===== config.mk =====
export PLATFORM = sky130hd
export DESIGN_NAME = gnss_binary_frame_parser_top
export DESIGN_NICKNAME = d
export VERILOG_FILES = /design/src/hdl/gbfp_pkg.sv /design/src/hdl/gnss_binary_frame_parser_top.sv /design/src/hdl/gbfp_parser.sv /design/src/hdl/gbfp_out_reg.sv
export SDC_FILE = /design/constraint.sdc
export NUM_CORES = 1
export LEC_CHECK = 0
export BUFFER_PORTS_ARGS = -buffer_cell sky130_fd_sc_hd__buf_4
export CAP_MARGIN = 20
export CELL_PAD_IN_SITES_DETAIL_PLACEMENT = 1
export CELL_PAD_IN_SITES_GLOBAL_PLACEMENT = 1
export CORE_MARGIN = 2
export CORE_UTILIZATION = 43
export DETAILED_ROUTE_END_ITERATION = 8
export PLACE_DENSITY = 0.7
export REMOVE_ABC_BUFFERS = 1
export SLEW_MARGIN = 20
export SYNTH_ARGS = -nofsm -noshare
export SYNTH_HDL_FRONTEND = slang
export SYNTH_SLANG_ARGS = --single-unit

===== constraint.sdc =====
create_clock -name clk_i -period 4.6 [get_ports clk_i]
set_input_delay 1.38 -clock clk_i [delete_from_list [all_inputs] [get_ports clk_i]]
set_output_delay 1.38 -clock clk_i [all_outputs]
set_load 0.02 [all_outputs]

===== src/hdl/gbfp_pkg.sv =====
// Shared types and constants for the binary GNSS frame parser.
package gbfp_pkg;

  localparam logic [7:0] SyncFirst  = 8'hB5;
  localparam logic [7:0] SyncSecond = 8'h62;
  localparam logic [7:0] IdLong     = 8'd7;
  localparam logic [7:0] IdShort    = 8'd2;

  localparam logic [15:0] LongLenReset  = 16'd92;
  localparam logic [15:0] ShortLenReset = 16'd28;

  typedef enum logic [1:0] {
    KIND_PAYLOAD = 2'd0,
    KIND_GOOD    = 2'd1,
    KIND_BAD     = 2'd2
  } kind_e;

  typedef enum logic {
    CFG_LONG_LEN  = 1'b0,
    CFG_SHORT_LEN = 1'b1
  } cfg_idx_e;

  typedef struct packed {
    logic        valid;
    kind_e       kind;
    logic [7:0]  data_byte;
    logic [15:0] byte_index;
    logic [7:0]  msg_class;
    logic [7:0]  msg_id;
  } result_t;

endpackage


===== src/hdl/gnss_binary_frame_parser_top.sv =====
// Top level of the binary GNSS frame parser with 8-bit Fletcher check.
// One received byte is taken per request, one per clock cycle when the output side keeps
// up; the byte is parsed in the cycle it is accepted and its result, if any, sits in the
// result register from the next cycle. Input ready is high whenever the result register
// is empty or being read, so a stalled output stops input only while a result is pending.
// Length registers are written through cfg_we_i, cfg_index_i (0 long, 1 short) and
// cfg_data_i; the expected length is latched when the id byte of a frame arrives.
module gnss_binary_frame_parser_top (
  input  logic        clk_i,
  input  logic        rst_ni,
  input  logic        in_valid_i,
  output logic        in_ready_o,
  input  logic [7:0]  rx_byte_i,
  output logic        out_valid_o,
  input  logic        out_ready_i,
  output logic [1:0]  kind_o,
  output logic [7:0]  data_byte_o,
  output logic [15:0] byte_index_o,
  output logic [7:0]  msg_class_o,
  output logic [7:0]  msg_id_o,
  input  logic        cfg_we_i,
  input  logic        cfg_index_i,
  input  logic [15:0] cfg_data_i
);
  import gbfp_pkg::*;

  result_t parse_res, out_res;
  logic    accept;

  assign accept = in_valid_i && in_ready_o;

  gbfp_parser u_parser (
    .clk_i       (clk_i),
    .rst_ni      (rst_ni),
    .accept_i    (accept),
    .rx_byte_i   (rx_byte_i),
    .cfg_we_i    (cfg_we_i),
    .cfg_index_i (cfg_index_i),
    .cfg_data_i  (cfg_data_i),
    .result_o    (parse_res)
  );

  gbfp_out_reg u_out_reg (
    .clk_i       (clk_i),
    .rst_ni      (rst_ni),
    .in_valid_i  (in_valid_i),
    .in_ready_o  (in_ready_o),
    .result_i    (parse_res),
    .out_valid_o (out_valid_o),
    .out_ready_i (out_ready_i),
    .result_o    (out_res)
  );

  assign kind_o       = out_res.kind;
  assign data_byte_o  = out_res.data_byte;
  assign byte_index_o = out_res.byte_index;
  assign msg_class_o  = out_res.msg_class;
  assign msg_id_o     = out_res.msg_id;

endmodule


===== src/hdl/gbfp_parser.sv =====
// Frame state, Fletcher sums, length registers and per-byte result logic.
module gbfp_parser (
  input  logic              clk_i,
  input  logic              rst_ni,
  input  logic              accept_i,
  input  logic [7:0]        rx_byte_i,
  input  logic              cfg_we_i,
  input  logic              cfg_index_i,
  input  logic [15:0]       cfg_data_i,
  output gbfp_pkg::result_t result_o
);
  import gbfp_pkg::*;

  typedef enum logic [2:0] {
    PH_SYNC1, PH_SYNC2, PH_CLASS, PH_ID, PH_LEN1, PH_LEN2, PH_PAYLOAD, PH_CHECK2
  } phase_e;

  phase_e      phase_q, phase_d;
  logic [7:0]  sum_a_q, sum_a_d, sum_b_q, sum_b_d;
  logic [7:0]  class_q, class_d, id_q, id_d, len_low_q, len_low_d;
  logic [7:0]  check1_q, check1_d;
  logic [15:0] frame_len_q, frame_len_d, wanted_q, wanted_d;
  logic [15:0] count_q, count_d;
  logic [15:0] long_len_q, short_len_q;
  logic [7:0]  add_a, add_b;
  logic [15:0] len_full;

  assign add_a    = sum_a_q + rx_byte_i;
  assign add_b    = sum_b_q + add_a;
  assign len_full = {rx_byte_i, len_low_q};

  always_comb begin
    phase_d     = phase_q;
    sum_a_d     = sum_a_q;
    sum_b_d     = sum_b_q;
    class_d     = class_q;
    id_d        = id_q;
    len_low_d   = len_low_q;
    check1_d    = check1_q;
    frame_len_d = frame_len_q;
    wanted_d    = wanted_q;
    count_d     = count_q;
    result_o            = '0;
    result_o.kind       = KIND_PAYLOAD;
    result_o.msg_class  = class_q;
    result_o.msg_id     = id_q;
    if (accept_i) begin
      case (phase_q)
        PH_SYNC1: begin
          if (rx_byte_i == SyncFirst) begin
            sum_a_d = '0;
            sum_b_d = '0;
            phase_d = PH_SYNC2;
          end
        end
        PH_SYNC2: begin
          if (rx_byte_i == SyncSecond) phase_d = PH_CLASS;
        end
        PH_CLASS: begin
          class_d = rx_byte_i;
          sum_a_d = add_a;
          sum_b_d = add_b;
          phase_d = PH_ID;
        end
        PH_ID: begin
          id_d    = rx_byte_i;
          sum_a_d = add_a;
          sum_b_d = add_b;
          if (rx_byte_i == IdLong) begin
            wanted_d = long_len_q;
            phase_d  = PH_LEN1;
          end else if (rx_byte_i == IdShort) begin
            wanted_d = short_len_q;
            phase_d  = PH_LEN1;
          end else begin
            phase_d = PH_SYNC1;
          end
        end
        PH_LEN1: begin
          len_low_d = rx_byte_i;
          sum_a_d   = add_a;
          sum_b_d   = add_b;
          phase_d   = PH_LEN2;
        end
        PH_LEN2: begin
          frame_len_d = len_full;
          sum_a_d     = add_a;
          sum_b_d     = add_b;
          if (len_full == wanted_q) begin
            count_d = '0;
            phase_d = PH_PAYLOAD;
          end else begin
            phase_d = PH_SYNC1;
          end
        end
        PH_PAYLOAD: begin
          if (count_q < frame_len_q) begin
            sum_a_d             = add_a;
            sum_b_d             = add_b;
            result_o.valid      = 1'b1;
            result_o.kind       = KIND_PAYLOAD;
            result_o.data_byte  = rx_byte_i;
            result_o.byte_index = count_q;
            count_d             = count_q + 16'd1;
          end else begin
            check1_d = rx_byte_i;
            phase_d  = PH_CHECK2;
          end
        end
        PH_CHECK2: begin
          result_o.valid = 1'b1;
          result_o.kind  = ((check1_q == sum_a_q) && (rx_byte_i == sum_b_q)) ?
                           KIND_GOOD : KIND_BAD;
          phase_d        = PH_SYNC1;
        end
        default: phase_d = PH_SYNC1;
      endcase
    end
  end

  always_ff @(posedge clk_i or negedge rst_ni) begin
    if (!rst_ni) begin
      phase_q     <= PH_SYNC1;
      sum_a_q     <= '0;
      sum_b_q     <= '0;
      class_q     <= '0;
      id_q        <= '0;
      len_low_q   <= '0;
      check1_q    <= '0;
      frame_len_q <= '0;
      wanted_q    <= '0;
      count_q     <= '0;
      long_len_q  <= LongLenReset;
      short_len_q <= ShortLenReset;
    end else begin
      phase_q     <= phase_d;
      sum_a_q     <= sum_a_d;
      sum_b_q     <= sum_b_d;
      class_q     <= class_d;
      id_q        <= id_d;
      len_low_q   <= len_low_d;
      check1_q    <= check1_d;
      frame_len_q <= frame_len_d;
      wanted_q    <= wanted_d;
      count_q     <= count_d;
      if (cfg_we_i) begin
        case (cfg_idx_e'(cfg_index_i))
          CFG_LONG_LEN:  long_len_q  <= cfg_data_i;
          CFG_SHORT_LEN: short_len_q <= cfg_data_i;
          default: ;
        endcase
      end
    end
  end

endmodule


===== src/hdl/gbfp_out_reg.sv =====
// Result register between the parser and the output channel.
module gbfp_out_reg (
  input  logic              clk_i,
  input  logic              rst_ni,
  input  logic              in_valid_i,
  output logic              in_ready_o,
  input  gbfp_pkg::result_t result_i,
  output logic              out_valid_o,
  input  logic              out_ready_i,
  output gbfp_pkg::result_t result_o
);
  import gbfp_pkg::*;

  logic    valid_q, valid_d;
  result_t data_q;
  logic    load;

  assign in_ready_o = !valid_q || out_ready_i;
  assign load       = in_valid_i && in_ready_o && result_i.valid;

  always_comb begin
    valid_d = valid_q;
    if (out_ready_i) valid_d = 1'b0;
    if (load) valid_d = 1'b1;
  end

  always_ff @(posedge clk_i or negedge rst_ni) begin
    if (!rst_ni) begin
      valid_q <= 1'b0;
    end else begin
      valid_q <= valid_d;
    end
  end

  always_ff @(posedge clk_i) begin
    if (load) data_q <= result_i;
  end

  assign out_valid_o = valid_q;
  assign result_o    = data_q;

endmodule


==> out/metrics.yaml <==
fin_tns_setup_ns: 0
syn_to_final_growth_pct: 17.18
fin_skew_ns: 0.01191
start_util: 0.4359
diodes: 0
syn_avg_cell_area_um2: 12.09
reg2reg_slack_ns: 1.12
finalCriticalPeriod_ns: 4.123
drc: 0
rsz0062_at_grt: "false"
drt-pass1-iter-count: 4
setup_viol: 0
cts_resized: 0
maxCapViolations: 0
status: "finished, final reports clean"
detail_route.wl_per_cell_um: 19.42
synth_cell_types: 61
fmax_ghz: 0.2425
hold_viol: 0
overflow: 0
criticalPathCategory: "in -> reg"
reg2reg_from: "u_parser.sum_a_q[0]$_DFFE_PN0P_"
leakage_nw: 4.295
antenna_found_initial: 0
synth_top_family_by_area: "multiplexers"
root_buffer: "clkbuf_16"
seqCellArea_um2: 4573
syn_inst: 697
ant_nets: 0
clockBufferDepth: 2
fillers: 2009
yosysWarnings: 0
place_congestion: 0.8659
clock_sinks: 174
worst_r2r_path_depth: 14
grt_usage: 0.2078
synth_xor_area_frac: 0.04780
slew_violations: 0
cts_hold_buf: 0
dieArea_um2: 20740
rows: 51
nNetsFinal: 828
ys.flop_type: "dfrtp_1"
grt_pass1_vias: 6205
drive_above_1_share: 0.2721
hold_class: "reg -> reg"
io_pins: 74
worstPathMaxFanout: 3
wl_um: 20280
numCtsBuffers: 17
yosysSeqAreaShare: 0.5426
synth-edff-count: 42
grt_max_degree: 61
dp_hpwl_um: 13990
p_per_area_nw_per_um2: 449.0
coreArea_um2: 19330
start_kind: "input port"
path_clk_slew_ns: 0.08
critPathRequiredTime_ns: 4.91
viasPerCell: 5.413
grt_pass1_wl_um: 33050
multi_input_area_um2: 3598
synth_mux_area_frac: 0.1284
end_kind: "flip-flop"
synth_compound_area_frac: 0.09130
peakVddDrop_v: 0.0002733
worstPathArrival_ns: 4.43
post-route-period-util: 0.8963
clk_latency_ns: 0.44
cp-startpoint: "rx_byte_i[0]"
synth-adder-area-share: 0.04929
ys_seq_elements: 174
drt_iter0_drc: 195
die_x_um: 144
synthSimpleGateAreaFrac: 0.1096
final_util: 0.5108
netlist_area_um2: 8428
vias: 5651
tightest_slew_ns: 0.9487
cts_tree: "built"
htree_levels: 4
relSlewSlack: 0.3659
fp.dieH_um: 144
reg2reg_to: "u_parser.sum_b_q[7]$_DFFE_PN0P_"
crit_end: "u_parser.sum_b_q[7]$_DFFE_PN0P_"
post_cts_buffers: 0
ys_async_sr_fraction: 0.7586
io_buffers: 73
[cell usage after synthesis, types with 4 or more instances]
library cell  count  area [µm²]
nor3_1            5       25.02
nor2b_1           4       25.02
and2_1           21       131.4
and4_1            4       35.03
nand2_1          19       71.32
mux2_2           73       822.0
nor2_1           42       157.7
dfrtp_1         125        3128
o31ai_1          13       97.59
clkbuf_1         26       97.59
mux2i_1          17       170.2
inv_1            29       108.9
xor2_1           25       219.0
nand4_1          15       93.84
buf_2             5       25.02
xnor2_1          21       183.9
o21ai_0          41       205.2
or4_1             5       37.54
a21oi_1          40       200.2
dfstp_2           7       183.9
ha_1             30       375.4
or3_1             7       43.79
edfxtp_1         42        1261
mux2_1            8       90.09
nor4_1            4       25.02
and3_1            6       37.54
nand3_1          13       65.06
[worst min-delay path by stage]
| stage | startpoint | end | slack (ns) | depth (start not counted) |
|---|---|---|---|---|
| floorplan | u_parser.class_q[2]$_DFFE_PN0P_ | u_out_reg.result_o[10]$_DFFE_PP_ | 0.42 | 0 |
| global placement | u_parser.id_q[7]$_DFFE_PN0P_ | u_out_reg.result_o[7]$_DFFE_PP_ | 0.43 | 0 |
| detailed placement | u_parser.class_q[2]$_DFFE_PN0P_ | u_out_reg.result_o[10]$_DFFE_PP_ | 0.43 | 0 |
| CTS | u_parser.class_q[2]$_DFFE_PN0P_ | u_out_reg.result_o[10]$_DFFE_PP_ | 0.44 | 0 |
| global route | u_parser.class_q[2]$_DFFE_PN0P_ | u_out_reg.result_o[10]$_DFFE_PP_ | 0.45 | 0 |
| finish | u_parser.class_q[2]$_DFFE_PN0P_ | u_out_reg.result_o[10]$_DFFE_PP_ | 0.45 | 0 |
[logic make-up (layout without fill, tap and decap cells)]
logic type	Yosys count	count (layout)
DFF	174	174
and+or+nand+nor	164	164
AOI/OAI and AO/OA	119	119
muxes	98	98
buffers and inverters	64	146
xor gates and xnor gates	46	46
adders and majority gates	32	32
[where the power goes]
| part | total, mW | internal (mW) | switching (mW) |
|---|---|---|---|
| clock | 1.49 | 0.786 | 0.705 |
| sequential | 1.96 | 1.79 | 0.168 |
| combinational | 0.985 | 0.452 | 0.533 |
[per-stage QoR]
step / setup WS (ns) / cell area [µm²] / total power, mW / hold slack, ns / std cells
final: 0.4768 / 9876 / 4.435 / 0.4451 / 1044
after global routing: 0.2391 / 9876 / 4.676 / 0.4502 / 1044
after CTS: 0.4705 / 9876 / 4.472 / 0.4448 / 1044
after detailed placement: 0.1095 / 9263 / 2.963 / 0.4312 / 1012
after global placement: 0.3127 / 9263 / 2.890 / 0.4263 / 1012
after floorplan: 0.4734 / 8275 / 2.626 / 0.4194 / 662
[area by class of cell]
class	count	area share
multi-input cells	459	0.3644
clock buffers	17	0.04308
well taps	265	0.03357
repair buffers	85	0.06588
flip-flops and latches	174	0.4631
clock inverters	15	0.01900
inverters	29	0.01102
[routing by layer]
layer	global-route usage	vias to the layer above	wire length (µm)
li1	-	2645	-
met1	0.2684	2892	9267
met2	0.3622	93	10140
met3	0.03543	21	631
met4	0.05624	0	243
met5	0	-	0
[placed cells by master (no fill, tap or decap), drive strengths merged, types with 13 or more instances in the layout]
cell type,n
nor2,42
buf,85
and2,22
nand4,16
inv,37
clkbuf,17
xnor2,21
nand3,13
mux2i,17
ha,30
mux2,81
xor2,25
edfxtp,42
nand2,19
o21ai,41
a21oi,41
o31ai,14
dfrtp,125
[sequential cells by signal, summed over array words and instances, names as in the netlist, 16 cells and up]
signal / flops
u_out_reg.result_o: 42
u_parser.count_q: 16
u_parser.frame_len_q: 16
u_parser.long_len_q: 16
u_parser.short_len_q: 16
u_parser.wanted_q: 16
[worst max-delay path, stage by stage]
cell	delay (ns)
buf_4	0.11
ha_1	0.23
fa_1	0.41
a21o_1	0.19
a21oi_1	0.25
o21ai_0	0.12
a21oi_1	0.22
and2_1	0.19
nor2_1	0.05
ha_1	0.20
a2111oi_0	0.34
buf_4	0.20
nor2_1	0.05
xor2_1	0.14
o311ai_0	0.35
(Power assumes the default switching activity.)
